$ cat config.mk
export PLATFORM = sky130hd
export DESIGN_NAME = ipv4_header_parser_flat
export DESIGN_NICKNAME = d
export VERILOG_FILES = /design/src/rtl/iphp_pkg.sv /design/src/rtl/iphp_if.sv /design/src/rtl/iphp_in_reg.sv /design/src/rtl/iphp_hdr_core.sv /design/src/rtl/iphp_out_reg.sv /design/src/rtl/ipv4_header_parser.sv /design/src/flat_wrapper.sv
export SDC_FILE = /design/constraint.sdc
export NUM_CORES = 1
export LEC_CHECK = 0
export BUFFER_PORTS_ARGS = -buffer_cell sky130_fd_sc_hd__clkbuf_2
export CAP_MARGIN = 20
export CORE_ASPECT_RATIO = 0.8
export CORE_MARGIN = 10
export CORE_UTILIZATION = 40
export DETAILED_ROUTE_END_ITERATION = 6
export HOLD_SLACK_MARGIN = 0.1
export PLACE_DENSITY = 0.67
export REMOVE_ABC_BUFFERS = 1
export SLEW_MARGIN = 20
export SYNTH_ARGS = -nofsm -noshare
export SYNTH_HDL_FRONTEND = slang
export SYNTH_SLANG_ARGS = --single-unit
$ cat constraint.sdc
create_clock -name clk -period 15.7 [get_ports clk]
set_input_delay 2.355 -clock clk [delete_from_list [all_inputs] [get_ports clk]]
set_output_delay 2.355 -clock clk [all_outputs]
set_load 0.1 [all_outputs]
$ cat src/rtl/iphp_pkg.sv
package iphp_pkg;

    localparam int HEADER_BYTES = 20;
    localparam int POS_W        = 5;

    localparam logic [POS_W-1:0] LAST_POS       = POS_W'(HEADER_BYTES - 1);
    localparam logic [15:0]      MIN_LENGTH     = 16'(HEADER_BYTES);
    localparam logic [3:0]       IP_VERSION_V4  = 4'd4;
    localparam logic [7:0]       IHL_MASK       = 8'h0F;
    localparam logic [3:0]       IHL_NO_OPTIONS = 4'd5;
    localparam logic [15:0]      SUM_ALL_ONES   = 16'hFFFF;

    typedef enum logic [2:0] {
        ST_OK               = 3'd0,
        ST_TOO_SMALL        = 3'd1,
        ST_BAD_VERSION      = 3'd2,
        ST_BAD_IHL          = 3'd3,
        ST_BAD_TOTAL_LENGTH = 3'd4,
        ST_CHECKSUM         = 3'd5
    } status_t;

    typedef struct packed {
        logic [7:0]  byte_value;
        logic        start_of_buffer;
        logic [15:0] buffer_length;
    } item_t;

    typedef struct packed {
        status_t     status;
        logic [7:0]  time_to_live;
        logic [7:0]  protocol_number;
        logic [15:0] identification;
        logic [15:0] flags_and_offset;
        logic [15:0] total_length;
        logic [31:0] source_address;
        logic [31:0] destination_address;
    } result_t;

    // Ones'-complement add with end-around carry
    function automatic logic [15:0] csum_add(input logic [15:0] sum, input logic [15:0] word);
        logic [16:0] s;
        s = {1'b0, sum} + {1'b0, word};
        return s[15:0] + {15'b0, s[16]};
    endfunction

endpackage

$ cat src/rtl/iphp_if.sv
interface iphp_in_if;
    logic        valid;
    logic        ready;
    logic [7:0]  byte_value;
    logic        start_of_buffer;
    logic [15:0] buffer_length;

    modport source (output valid, byte_value, start_of_buffer, buffer_length, input ready);
    modport sink (input valid, byte_value, start_of_buffer, buffer_length, output ready);
endinterface

interface iphp_res_if;
    logic        valid;
    logic        ready;
    logic [2:0]  status;
    logic [7:0]  time_to_live;
    logic [7:0]  protocol_number;
    logic [15:0] identification;
    logic [15:0] flags_and_offset;
    logic [15:0] total_length;
    logic [31:0] source_address;
    logic [31:0] destination_address;

    modport source (output valid, status, time_to_live, protocol_number, identification,
                    flags_and_offset, total_length, source_address, destination_address,
                    input ready);
    modport sink (input valid, status, time_to_live, protocol_number, identification,
                  flags_and_offset, total_length, source_address, destination_address,
                  output ready);
endinterface

$ cat src/rtl/iphp_in_reg.sv
module iphp_in_reg (
    input  logic            clk,
    input  logic            rst_n,
    input  logic            in_valid,
    input  iphp_pkg::item_t in_item,
    output logic            in_ready,
    input  logic            advance,
    output logic            item_valid,
    output iphp_pkg::item_t item
);

    logic            valid_reg;
    logic            valid_next;
    iphp_pkg::item_t item_reg;

    assign in_ready   = !valid_reg || advance;
    assign item_valid = valid_reg;
    assign item       = item_reg;

    always_comb
    begin
        valid_next = valid_reg;
        if (in_valid && in_ready)
        begin
            valid_next = 1'b1;
        end
        else if (advance)
        begin
            valid_next = 1'b0;
        end
    end

    always_ff @(posedge clk or negedge rst_n)
    begin
        if (!rst_n)
        begin
            valid_reg <= 1'b0;
        end
        else
        begin
            valid_reg <= valid_next;
        end
    end

    always_ff @(posedge clk)
    begin
        if (in_valid && in_ready)
        begin
            item_reg <= in_item;
        end
    end

endmodule

$ cat src/rtl/iphp_hdr_core.sv
module iphp_hdr_core (
    input  logic              clk,
    input  logic              rst_n,
    input  logic              item_valid,
    input  iphp_pkg::item_t   item,
    input  logic              step,
    output logic              emit,
    output iphp_pkg::result_t result
);

    logic [iphp_pkg::POS_W-1:0] pos_reg;
    logic [iphp_pkg::POS_W-1:0] pos_next;
    logic                       active_reg;
    logic                       active_next;

    logic [15:0] sum_reg,  sum_next;
    logic [7:0]  hi_reg,   hi_next;
    logic [7:0]  vihl_reg, vihl_next;
    logic [15:0] blen_reg, blen_next;
    logic [31:0] frag_reg, frag_next;
    logic [63:0] addr_reg, addr_next;
    logic [31:0] ltp_reg,  ltp_next;

    logic [iphp_pkg::POS_W-1:0] pos_base;
    logic [15:0] sum_base;
    logic [7:0]  hi_base;
    logic [7:0]  vihl_base;
    logic [31:0] frag_base;
    logic [63:0] addr_base;
    logic [31:0] ltp_base;

    logic            start;
    logic            too_small;
    logic            take;
    logic            last;
    logic [15:0]     tl;
    iphp_pkg::status_t verdict;

    assign start     = item.start_of_buffer;
    assign too_small = start && (item.buffer_length < iphp_pkg::MIN_LENGTH);
    assign take      = start || active_reg;

    // A start byte opens a fresh header
    assign pos_base  = start ? '0 : pos_reg;
    assign sum_base  = start ? '0 : sum_reg;
    assign hi_base   = start ? '0 : hi_reg;
    assign vihl_base = start ? '0 : vihl_reg;
    assign frag_base = start ? '0 : frag_reg;
    assign addr_base = start ? '0 : addr_reg;
    assign ltp_base  = start ? '0 : ltp_reg;
    assign blen_next = start ? item.buffer_length : blen_reg;

    assign last = (pos_base == iphp_pkg::LAST_POS);
    assign emit = item_valid && (too_small || (take && last));

    always_comb
    begin
        hi_next   = hi_base;
        sum_next  = sum_base;
        vihl_next = vihl_base;
        ltp_next  = ltp_base;
        frag_next = frag_base;
        addr_next = addr_base;
        if (!pos_base[0])
        begin
            hi_next = item.byte_value;
        end
        else
        begin
            sum_next = iphp_pkg::csum_add(sum_base, {hi_base, item.byte_value});
        end
        case (pos_base) inside
            5'd0:
            begin
                vihl_next = item.byte_value;
            end
            5'd2, 5'd3, 5'd8, 5'd9:
            begin
                ltp_next = {ltp_base[23:0], item.byte_value};
            end
            [5'd4:5'd7]:
            begin
                frag_next = {frag_base[23:0], item.byte_value};
            end
            [5'd12:5'd19]:
            begin
                addr_next = {addr_base[55:0], item.byte_value};
            end
            default:
            begin
            end
        endcase
    end

    assign tl = ltp_next[31:16];

    always_comb
    begin
        if (vihl_next[7:4] != iphp_pkg::IP_VERSION_V4)
        begin
            verdict = iphp_pkg::ST_BAD_VERSION;
        end
        else if ((vihl_next & iphp_pkg::IHL_MASK) != {4'b0, iphp_pkg::IHL_NO_OPTIONS})
        begin
            verdict = iphp_pkg::ST_BAD_IHL;
        end
        else if ((tl < iphp_pkg::MIN_LENGTH) || (tl > blen_next))
        begin
            verdict = iphp_pkg::ST_BAD_TOTAL_LENGTH;
        end
        else if ((sum_next != 16'h0000) && (sum_next != iphp_pkg::SUM_ALL_ONES))
        begin
            verdict = iphp_pkg::ST_CHECKSUM;
        end
        else
        begin
            verdict = iphp_pkg::ST_OK;
        end
    end

    always_comb
    begin
        result = '0;
        if (too_small)
        begin
            result.status = iphp_pkg::ST_TOO_SMALL;
        end
        else
        begin
            result.status = verdict;
            if (verdict == iphp_pkg::ST_OK)
            begin
                result.time_to_live        = ltp_next[15:8];
                result.protocol_number     = ltp_next[7:0];
                result.identification      = frag_next[31:16];
                result.flags_and_offset    = frag_next[15:0];
                result.total_length        = tl;
                result.source_address      = addr_next[63:32];
                result.destination_address = addr_next[31:0];
            end
        end
    end

    always_comb
    begin
        pos_next    = pos_reg;
        active_next = active_reg;
        if (too_small)
        begin
            pos_next    = '0;
            active_next = 1'b0;
        end
        else if (take)
        begin
            pos_next    = last ? '0 : pos_base + 1'b1;
            active_next = !last;
        end
    end

    always_ff @(posedge clk or negedge rst_n)
    begin
        if (!rst_n)
        begin
            pos_reg    <= '0;
            active_reg <= 1'b0;
        end
        else if (step)
        begin
            pos_reg    <= pos_next;
            active_reg <= active_next;
        end
    end

    // Header payload; only read after a start byte has rewritten it
    always_ff @(posedge clk)
    begin
        if (step)
        begin
            blen_reg <= blen_next;
            if (take && !too_small)
            begin
                sum_reg  <= sum_next;
                hi_reg   <= hi_next;
                vihl_reg <= vihl_next;
                frag_reg <= frag_next;
                addr_reg <= addr_next;
                ltp_reg  <= ltp_next;
            end
        end
    end

endmodule

$ cat src/rtl/iphp_out_reg.sv
module iphp_out_reg (
    input  logic              clk,
    input  logic              rst_n,
    input  logic              push,
    input  iphp_pkg::result_t push_data,
    input  logic              pop,
    output logic              free,
    output logic              valid,
    output iphp_pkg::result_t data
);

    logic              valid_reg;
    logic              valid_next;
    iphp_pkg::result_t data_reg;

    assign free  = !valid_reg || pop;
    assign valid = valid_reg;
    assign data  = data_reg;

    always_comb
    begin
        valid_next = valid_reg;
        if (push)
        begin
            valid_next = 1'b1;
        end
        else if (pop)
        begin
            valid_next = 1'b0;
        end
    end

    always_ff @(posedge clk or negedge rst_n)
    begin
        if (!rst_n)
        begin
            valid_reg <= 1'b0;
        end
        else
        begin
            valid_reg <= valid_next;
        end
    end

    always_ff @(posedge clk)
    begin
        if (push)
        begin
            data_reg <= push_data;
        end
    end

endmodule

$ cat src/rtl/ipv4_header_parser.sv
// Throughput: one byte transaction per cycle, with no bubbles between buffers, unless a result is held back.
// A result is pushed into the result register as the final header byte (or a short start
// byte) leaves the input register, in which every byte is first registered.
// The single-entry result register lets input continue while a result waits on res.
// Reset (rst_n, asynchronous, active low) empties both registers and returns the parser idle.
module ipv4_header_parser (
    input  logic         clk,
    input  logic         rst_n,
    iphp_in_if.sink      pkt,
    iphp_res_if.source   res
);

    iphp_pkg::item_t   in_item;
    iphp_pkg::item_t   item;
    iphp_pkg::result_t core_result;
    iphp_pkg::result_t out_data;
    logic              item_valid;
    logic              emit;
    logic              out_free;
    logic              out_valid;
    logic              advance;

    assign in_item.byte_value      = pkt.byte_value;
    assign in_item.start_of_buffer = pkt.start_of_buffer;
    assign in_item.buffer_length   = pkt.buffer_length;

    // Hold the byte only if it produces a result and the result register is full and not being read
    assign advance = item_valid && (!emit || out_free);

    iphp_in_reg u_in_reg (
        .clk        (clk),
        .rst_n      (rst_n),
        .in_valid   (pkt.valid),
        .in_item    (in_item),
        .in_ready   (pkt.ready),
        .advance    (advance),
        .item_valid (item_valid),
        .item       (item)
    );

    iphp_hdr_core u_hdr_core (
        .clk        (clk),
        .rst_n      (rst_n),
        .item_valid (item_valid),
        .item       (item),
        .step       (advance),
        .emit       (emit),
        .result     (core_result)
    );

    iphp_out_reg u_out_reg (
        .clk       (clk),
        .rst_n     (rst_n),
        .push      (emit && advance),
        .push_data (core_result),
        .pop       (res.ready),
        .free      (out_free),
        .valid     (out_valid),
        .data      (out_data)
    );

    assign res.valid               = out_valid;
    assign res.status              = out_data.status;
    assign res.time_to_live        = out_data.time_to_live;
    assign res.protocol_number     = out_data.protocol_number;
    assign res.identification      = out_data.identification;
    assign res.flags_and_offset    = out_data.flags_and_offset;
    assign res.total_length        = out_data.total_length;
    assign res.source_address      = out_data.source_address;
    assign res.destination_address = out_data.destination_address;

endmodule

$ cat src/flat_wrapper.sv
// flat-port wrapper written by rule: the top's interface ports become plain ports
module ipv4_header_parser_flat 
  (clk, rst_n, pkt_valid, pkt_byte_value, pkt_start_of_buffer, pkt_buffer_length, pkt_ready, res_valid, res_status, res_time_to_live, res_protocol_number, res_identification, res_flags_and_offset, res_total_length, res_source_address, res_destination_address, res_ready);
  iphp_in_if pkt_i ();
  iphp_res_if res_i ();
  input  logic clk;
  input  logic rst_n;
  input wire logic [$bits(pkt_i.valid)-1:0] pkt_valid;
  input wire logic [$bits(pkt_i.byte_value)-1:0] pkt_byte_value;
  input wire logic [$bits(pkt_i.start_of_buffer)-1:0] pkt_start_of_buffer;
  input wire logic [$bits(pkt_i.buffer_length)-1:0] pkt_buffer_length;
  output wire logic [$bits(pkt_i.ready)-1:0] pkt_ready;
  output wire logic [$bits(res_i.valid)-1:0] res_valid;
  output wire logic [$bits(res_i.status)-1:0] res_status;
  output wire logic [$bits(res_i.time_to_live)-1:0] res_time_to_live;
  output wire logic [$bits(res_i.protocol_number)-1:0] res_protocol_number;
  output wire logic [$bits(res_i.identification)-1:0] res_identification;
  output wire logic [$bits(res_i.flags_and_offset)-1:0] res_flags_and_offset;
  output wire logic [$bits(res_i.total_length)-1:0] res_total_length;
  output wire logic [$bits(res_i.source_address)-1:0] res_source_address;
  output wire logic [$bits(res_i.destination_address)-1:0] res_destination_address;
  input wire logic [$bits(res_i.ready)-1:0] res_ready;
  assign pkt_i.valid = pkt_valid;
  assign pkt_i.byte_value = pkt_byte_value;
  assign pkt_i.start_of_buffer = pkt_start_of_buffer;
  assign pkt_i.buffer_length = pkt_buffer_length;
  assign pkt_ready = pkt_i.ready;
  assign res_valid = res_i.valid;
  assign res_status = res_i.status;
  assign res_time_to_live = res_i.time_to_live;
  assign res_protocol_number = res_i.protocol_number;
  assign res_identification = res_i.identification;
  assign res_flags_and_offset = res_i.flags_and_offset;
  assign res_total_length = res_i.total_length;
  assign res_source_address = res_i.source_address;
  assign res_destination_address = res_i.destination_address;
  assign res_i.ready = res_ready;
  ipv4_header_parser u_core (.clk(clk), .rst_n(rst_n), .pkt(pkt_i), .res(res_i));
endmodule
==> results.toml, run 1 <==
[synth]
synth_top_area_share_pct = 57.0
synth_cells = 1546
ys.flop_type = "edfxtp_1"
avgSynthCellArea_um2 = 11.3
ys_ff_latch = 340
yosys_warnings = 0
synth_cell_type_count = 83
yosysTopAreaCell = "edfxtp_1"
syn_area_mm2 = 0.0175
synth_area_leaders = "edfxtp_1, nand2_1, a211oi_2, a21oi_1, ha_1"
synthTopCellsByCount = "nand2_1, edfxtp_1, a21oi_1, a211oi_2, clkbuf_1"
synth_edf_count = 332
yosysMostFrequentCell = "nand2_1"
async_reset_ff_share_pct = 2.35
ys_seq_area_share_pct = 58.1

[cts]
htree_levels = 2
cts-root-buf = "clkbuf_16"
clockBufferDepth = 3
cts_made_buffers = 38
cts_setup_buffers = 0
worstSkewPairLatency_ps = 530
clock-sinks = 340
ctsResizeCount = 0
clk_pin_slew_ps = 60
cts_tree = "done"
holdBufCountCts = 0

[status]
status = "finished, final reports clean"

[setup_path]
r2r_slack_ps = 7700
arrival_ps = 8220
startpoint_type = "register"
worstPathMaxFanout = 160
cp_data_required_time_ps = 15920
crit_type = "register to register"
crit_path_start = "u_core.u_in_reg.item[16]"
end_kind = "register"
r2r-end = "u_core.u_out_reg.data[1]"
worstSetupEndpoint = "u_core.u_out_reg.data[1]"
rr_worst_depth = 27
worstReg2RegStart = "u_core.u_in_reg.item[16]"

[floorplanning]
fp-row-count = 68
coreArea_mm2 = 0.0432
die_area_mm2 = 0.0526
die_h_um = 207
fp.dieW_um = 254
start_util_pct = 40.5
io_pins = 162

[layout]
largest_reg_flops = 131
area_growth_pct = 13.4
final_layout_size_suffix_gt1_share_pct = 22.5
num_antenna_cells = 0
final_nets = 1716
fillCellCount = 3984

[power_and_ir_drop]
switching_power_w = 0.000650
power.total_w = 0.00231
clockPowerShare_pct = 36.8
power_switching_share_pct = 28.1
leakage_nw = 6.45
irDropWorstVdd_v = 0.0000672
combinationalPowerShare_pct = 15.7
pwr-share-seq_pct = 47.6
intPower_w = 0.00166
pwr_density_cell_mw_per_mm2 = 116

[sta]
fin_crit_sh_pct = 50.9
fin_crit_ps = 8000
hold_violations = 0
worstMarginPinSlew_ps = 1040
clock_skew_ps = 16.4
setup_viol = 0
rsz0062_at_grt = "false"
drv_slew = 0
slew_headroom_pct = 30.4
max_freq_ghz = 0.125
setup_tns_ps = 0

[detailed_routing]
vias = 12400
drc = 0
drt_iter0_markers = 1118
antenna_left = 0
viasPerCell = 5.53
firstDrtPassIters = 5
routed_wl_um = 43500
wire_per_inst_um = 19.4

[flow_run]
cap_viol_max_count = 0

[global_routing]
grt_pass1_wl_um = 68000
antenna_found_initial = 1
grt_pass1_vias = 11800
grt_max_degree = 161
track_usage_pct = 15.8
overflow = 0

[placement]
place.port_buffers = 161
dp_hpwl_um = 28200
gp_congestion = 0.908

[hold_path]
hold_path.class = "register to register"
## per-stage QoR
step                      cells  utilization [%]  worst slack (ps)  hold slack [ps]  area [um^2]
after CTS                  2236             45.9              7680              545        19800
final                      2237             45.9              7700              539        19900
after floorplan            1428                -               719              501        16900
after detailed placement   2167             43.1              7730              529        18600
after global routing       2237             45.9              6880              588        19900
after global placement     2165             43.0              7820              519        18600
## placed cells by master, fill, tap and decap left out, types with 11 or more instances in the layout
cell | netlist | layout
inv_1 | 38 | 38
nand2_1 | 386 | 385
mux2i_1 | 21 | 21
o21ai_0 | 57 | 57
edfxtp_1 | 332 | 332
nor4_1 | 13 | 12
nor2_1 | 33 | 32
nor2b_1 | 32 | 31
a211oi_1 | 23 | 23
xor2_1 | 11 | 11
a21oi_1 | 126 | 126
clkinv_1 | 2 | 15
ha_1 | 38 | 38
nand2b_1 | 11 | 11
a211oi_2 | 112 | 112
nand3_1 | 41 | 41
buf_4 | 0 | 14
clkbuf_16 | 0 | 39
clkbuf_2 | 0 | 161
## area by class of cell
class	instances	area (um^2)	area share, %
sequential	340	10200	51.2
multi-input combinational	1047	6630	33.4
timing repair buffer	180	1020	5.12
clock buffer	45	998	5.03
tap	560	701	3.53
clock inverter	24	181	0.914
inverter	41	154	0.775
## power by group through the flow
stage / registers [W] / logic, W / clock network [W]
4_1_cts: 0.00110 / 0.000359 / 0.000872
6_report: 0.00110 / 0.000362 / 0.000851
5_1_grt: 0.00111 / 0.000402 / 0.000909
3_5_place_dp: 0.00112 / 0.000357 / 0
3_3_place_gp: 0.00112 / 0.000346 / 0
2_1_floorplan: 0.00112 / 0.000254 / 0
## layer usage
metal | vias to the layer above | track usage, % | part of all wire, %
li1 | 5893 | - | -
met1 | 6014 | 23.0 | 46
met2 | 423 | 23.5 | 44
met3 | 49 | 3.74 | 8.3
met4 | 2 | 3.35 | 1.7
met5 | - | 0 | 0.030
## worst max-delay path, cell delays in order, from the launching register on
cell and delay (ps):
edfxtp_1 370, buf_12 480, nor2b_1 140, ha_1 430, o211ai_1 200, o21a_1 260, o21ai_0 260, a21bo_2 210
nand3_1 80, nand2_1 90, a21oi_1 60, nor2b_1 110, o21ai_0 90, nand2b_1 170, ha_1 240, ha_1 210
nor2b_1 140, nand4_1 140, a211oi_2 360, nand3_1 180, nor4_1 460, or3b_2 490, a32oi_1 340, nor2b_1 90
nand4_1 100, buf_4 740, buf_4 920, a211oi_1 180
## cell families (layout without fill, tap and decap cells)
kind of cell | Yosys count | after routing | share of synthesized area (%)
adders and majority gates | 39 | 39 | 2.83
and+or+nand+nor | 582 | 582 | 14.9
DFF | 340 | 340 | 58.1
buffers and inverters | 159 | 290 | 4.29
AOI/OAI and AO/OA | 388 | 388 | 17.8
xor gates and xnor gates | 15 | 15 | 0.793
muxes | 23 | 23 | 1.33
## worst min-delay path by stage
stage	from	depth (start not counted)	to	slack [ps]
2_1_floorplan	u_core.u_hdr_core.hi_reg[4]	2	u_core.u_hdr_core.hi_reg[4]	500
3_3_place_gp	u_core.u_hdr_core.hi_reg[7]	2	u_core.u_hdr_core.hi_reg[7]	520
3_5_place_dp	u_core.u_hdr_core.hi_reg[4]	2	u_core.u_hdr_core.hi_reg[4]	530
4_1_cts	u_core.u_hdr_core.hi_reg[4]	2	u_core.u_hdr_core.hi_reg[4]	540
5_1_grt	u_core.u_hdr_core.hi_reg[6]	2	u_core.u_hdr_core.hi_reg[6]	590
6_report	u_core.u_hdr_core.hi_reg[4]	2	u_core.u_hdr_core.hi_reg[4]	540
(Power assumes the default switching activity.)
==> inputs of run 2 (changes only) <==
==> constraint.sdc (replaced) <==
create_clock -name clk -period 8.2 [get_ports clk]
set_input_delay 1.23 -clock clk [delete_from_list [all_inputs] [get_ports clk]]
set_output_delay 1.23 -clock clk [all_outputs]
set_load 0.1 [all_outputs]
==> results.toml, run 2 (synthesis results as in run 1) <==
[cts]
ctsResizeCount = 0
clockBufferDepth = 3
cts-root-buf = "clkbuf_16"
htree_levels = 2
cts_tree = "done"
holdBufCountCts = 0
cts_made_buffers = 38
clock-sinks = 340
clk_pin_slew_ps = 60
cts_setup_buffers = 0
worstSkewPairLatency_ps = 550

[layout]
largest_reg_flops = 131
final_cell_mix = "nand2_1, edfxtp_1, clkbuf_2"
instances_no_fill = 2248
area_growth_pct = 14.6
num_antenna_cells = 0
final_layout_size_suffix_gt1_share_pct = 23.5
final_nets = 1727
layout_commonest_cell = "nand2_1"
fillCellCount = 3992

[detailed_routing]
drc = 0
firstDrtPassIters = 5
routed_wl_um = 44000
wire_per_inst_um = 19.6
vias = 12600
viasPerCell = 5.62
drt_iter0_markers = 1305
antenna_left = 0

[floorplanning]
die_h_um = 207
fp-row-count = 68
die_area_mm2 = 0.0526
io_pins = 162
coreArea_mm2 = 0.0432
start_util_pct = 40.5
fp.dieW_um = 254

[setup_path]
slowest_stage = "or4b_1"
end_kind = "register"
arrival_ps = 7390
startpoint_type = "register"
crit_path_max_incr_delay_ps = 550
worstSetupEndpoint = "u_core.u_out_reg.data[63]"
r2r-end = "u_core.u_out_reg.data[63]"
worstPathMaxFanout = 49
r2r_slack_ps = 1170
rr_worst_depth = 26
cp_data_required_time_ps = 8560
worstReg2RegStart = "u_core.u_in_reg.item[16]"
crit_type = "register to register"
crit_path_start = "u_core.u_in_reg.item[16]"

[global_routing]
antenna_found_initial = 0
track_usage_pct = 16.0
grt_pass1_wl_um = 68800
overflow = 0
grt_max_degree = 161
grt_pass1_vias = 12100

[power_and_ir_drop]
pwr_density_cell_mw_per_mm2 = 226
irDropWorstVdd_v = 0.000139
leakage_nw = 6.57

[sta]
slew_headroom_pct = 28.8
worst_slack_ps = 1170
fin_crit_sh_pct = 85.8
hold_slack_ps = 545
worstMarginPinSlew_ps = 1070
setup_viol = 0
drv_slew = 0
max_freq_ghz = 0.142
clock_skew_ps = 17.8
rsz0062_at_grt = "false"
hold_violations = 0
fin_crit_ps = 7030

[hold_path]
hold_path.class = "register to register"

[placement]
dp.cells = 2178
dp_hpwl_um = 28700
dp_slack_ps = 1020
place.port_buffers = 161
gp_congestion = 0.913

[status]
status = "finished, final reports clean"

[flow_run]
cap_viol_max_count = 0
-- run 2: cell types whose count changed in the layout (fill, tap and decap cells not counted), sizes merged --
| cell | delta |
|---|---|
| buf | +11 |
| clkbuf | -1 |
| clkinvlp | +1 |
| bufinv | +2 |
| inv | +2 |
| clkinv | -4 |
-- run 2: per-layer routing --
layer	global-route usage [%]	part of all wire (%)
met1	22.8	46
met2	24.3	44
met3	3.62	7.7
met4	3.76	2.0
met5	0	0
-- run 2: worst min path at each step --
stage	startpoint	endpoint	slack, ps	depth (start not counted)
global route	rst_n	u_core.u_hdr_core.active_reg	550	1
global placement	u_core.u_hdr_core.hi_reg[7]	u_core.u_hdr_core.hi_reg[7]	520	2
detailed placement	u_core.u_hdr_core.hi_reg[7]	u_core.u_hdr_core.hi_reg[7]	520	2
floorplan	u_core.u_hdr_core.hi_reg[4]	u_core.u_hdr_core.hi_reg[4]	500	2
finish	u_core.u_hdr_core.hi_reg[7]	u_core.u_hdr_core.hi_reg[7]	550	2
CTS	rst_n	u_core.u_hdr_core.active_reg	540	1
-- run 2: report_power, final --
part / total [W] / internal [W] / switching [W] / leakage (nW)
logic: 0.000703 / 0.000210 / 0.000493 / 2.95
clock network: 0.00172 / 0.00101 / 0.000709 / 0.610
registers: 0.00211 / 0.00204 / 0.0000644 / 3.01
-- run 2: cell type report --
class / instances / area, um^2 / share of cell area (%)
clock inverters: 25 / 246 / 1.23
repair buffers: 191 / 1150 / 5.72
inverters: 41 / 154 / 0.767
multi-input cells: 1047 / 6630 / 33.1
clock buffers: 44 / 1000 / 5.01
flip-flops and latches: 340 / 10200 / 50.7
well taps: 560 / 701 / 3.49
-- run 2: worst max-delay path: cells and delay by family, from the launching register on --
family	cells	cell delay, ps
DFF	1	420
and+or+nand+nor	10	2340
buffers and inverters	2	650
AOI/OAI and AO/OA	11	2530
adders and majority gates	3	860
-- run 2: through the flow --
| stage | instance area (um^2) | total power [W] | TNS, ps | util, % |
|---|---|---|---|---|
| 2_1_floorplan | 16900 | 0.00263 | -2459320 | - |
| 3_3_place_gp | 18800 | 0.00281 | 0 | 43.4 |
| 3_5_place_dp | 18800 | 0.00283 | 0 | 43.4 |
| 4_1_cts | 20000 | 0.00456 | 0 | 46.3 |
| 5_1_grt | 20100 | 0.00472 | 0 | 46.4 |
| 6_report | 20100 | 0.00453 | 0 | 46.4 |
==> inputs of run 3 (changes only) <==
--- a/config.mk
+++ b/config.mk
@@ -10,11 +10,11 @@
 export CORE_ASPECT_RATIO = 0.8
 export CORE_MARGIN = 10
 export CORE_UTILIZATION = 40
+export CTS_CLUSTER_SIZE = 8
 export DETAILED_ROUTE_END_ITERATION = 6
 export HOLD_SLACK_MARGIN = 0.1
 export PLACE_DENSITY = 0.67
 export REMOVE_ABC_BUFFERS = 1
-export SLEW_MARGIN = 20
 export SYNTH_ARGS = -nofsm -noshare
 export SYNTH_HDL_FRONTEND = slang
 export SYNTH_SLANG_ARGS = --single-unit
==> constraint.sdc (replaced) <==
create_clock -name clk -period 7.45 [get_ports clk]
set_input_delay 1.1175 -clock clk [delete_from_list [all_inputs] [get_ports clk]]
set_output_delay 1.1175 -clock clk [all_outputs]
set_load 0.1 [all_outputs]
==> results.toml, run 3 (synthesis results as in run 1) <==
[sta]
drv_slew = 0
max_freq_ghz = 0.146
fin_crit_ps = 6850
clock_skew_ps = 19.5
worstMarginPinSlew_ps = 1170
setup_viol = 0
hold_violations = 0
fin_crit_sh_pct = 91.9
rsz0062_at_grt = "false"
slew_headroom_pct = 21.8

[setup_path]
worstPathMaxFanout = 49
crit_type = "register to register"
cp_data_required_time_ps = 7830
arrival_ps = 7230
cp_num_buf_inv = 1
slowest_stage = "or4b_1"
end_kind = "register"
startpoint_type = "register"
cp_top_family = "simple AND/OR/NAND/NOR gates"
crit_path_max_incr_delay_ps = 560

[floorplanning]
fp.dieW_um = 254
coreArea_mm2 = 0.0432
fp-row-count = 68
die_area_mm2 = 0.0526
die_h_um = 207
start_util_pct = 40.5
io_pins = 162

[global_routing]
antenna_found_initial = 0
grt_max_degree = 129
overflow = 0
track_usage_pct = 16.4
grt_pass1_vias = 12300
grt_pass1_wl_um = 70200

[detailed_routing]
vias = 12700
firstDrtPassIters = 5
drc = 0
routed_wl_um = 44500
viasPerCell = 5.67
antenna_left = 0
drt_iter0_markers = 1175
wire_per_inst_um = 19.9

[layout]
num_antenna_cells = 0
regArea_mm2 = 0.0102
final_cell_mix = "nand2_1, edfxtp_1, clkbuf_2"
fin_area_mm2 = 0.0202
largest_reg_flops = 131
final_layout_size_suffix_gt1_share_pct = 23.2
multiInputGateArea_mm2 = 0.00663
area_growth_pct = 15.2
layout_commonest_cell = "nand2_1"
final_nets = 1737
fillCellCount = 3958

[power_and_ir_drop]
leakage_nw = 6.61
power.total_w = 0.00506
irDropWorstVdd_v = 0.000160
pwr_density_cell_mw_per_mm2 = 251

[cts]
cts-root-buf = "clkbuf_16"
worstSkewPairLatency_ps = 570
cts_setup_buffers = 0
htree_levels = 2
clockBufferDepth = 3
cts_made_buffers = 48
holdBufCountCts = 0
clock-sinks = 340
clk_pin_slew_ps = 60
cts_tree = "done"
ctsResizeCount = 0

[placement]
place.port_buffers = 161
dp_hpwl_um = 29100
gp_congestion = 0.888
place_area_mm2 = 0.0188

[hold_path]
hold_path.class = "input pin to asynchronous set/reset pin"

[status]
status = "finished, final reports clean"

[flow_run]
cap_viol_max_count = 0
run 3: cell count changes in the layout (fill, tap and decap cells not counted), moves of 2 or more:
cell	change
buf_6	-2
buf_4	-2
clkinv_16	+2
bufinv_16	-4
clkbuf_16	+9
clkinv_1	-7
clkinvlp_4	-3
clkbuf_1	+4
clkinv_2	-8
buf_12	+3
run 3: worst reg2reg max path, stage by stage, from the launching register on:
cell,delay [ps]
edfxtp_1,430
nor2b_1,160
ha_1,230
fa_1,450
a211oi_4,350
o21a_1,260
o21ai_0,130
a21bo_2,250
nand3_1,80
nand2_1,50
a21oi_1,150
nor2b_1,50
o21ai_0,150
nand2b_1,100
ha_1,250
ha_1,230
nor2b_1,140
nand4_1,130
a211oi_2,120
and4_1,220
a211oi_1,330
o2111ai_1,190
or4_1,460
or4b_1,560
or2_4,540
buf_4,370
a211oi_1,260
run 3: layout make-up:
cell class,count,area share (%)
clock buffers,57,6.17
clock inverters,3,0.378
inverters,41,0.763
multi-input cells,1047,32.9
flip-flops and latches,340,50.4
well taps,560,3.47
repair buffers,191,5.93
run 3: worst paths after layout:
check	from	endpoint	slack (ps)	cells past startpoint
setup / recovery	u_core.u_hdr_core.sum_reg[0]	u_core.u_out_reg.data[0]	600	26
hold / removal	rst_n	u_core.u_hdr_core.pos_reg[3]	420	1
setup reg to reg	u_core.u_hdr_core.sum_reg[0]	u_core.u_out_reg.data[0]	600	26
hold reg to reg	u_core.u_hdr_core.active_reg	u_core.u_hdr_core.active_reg	550	2
max in group asynchronous	rst_n	u_core.u_hdr_core.pos_reg[2]	6800	1
min in group clk	u_core.u_hdr_core.active_reg	u_core.u_hdr_core.active_reg	550	2
run 3: routing by layer:
layer,global-route usage (%),routed length [um],vias up
li1,-,-,5921
met5,0,0,-
met4,4.50,951,0
met3,3.40,3690,63
met1,23.8,20400,6207
met2,24.3,19400,500
run 3: metrics by stage:
step,TNS [ps],utilization (%),instances,hold WS (ps),setup slack (ps)
finish,0,46.7,2239,422,604
global route,0,46.7,2239,425,145
CTS,0,46.5,2236,401,620
detailed placement,0,43.4,2176,535,725
global placement,0,43.4,2176,518,806
floorplan,-2897440,-,1428,501,-7530
run 3: where the power goes:
group | internal (W) | switching, W | leakage, nW | total [W]
logic | 0.000233 | 0.000544 | 2.96 | 0.000777
registers | 0.00225 | 0.0000733 | 3.01 | 0.00232
clock network | 0.00116 | 0.000794 | 0.638 | 0.00196
total | 0.00365 | 0.00141 | 6.61 | 0.00506
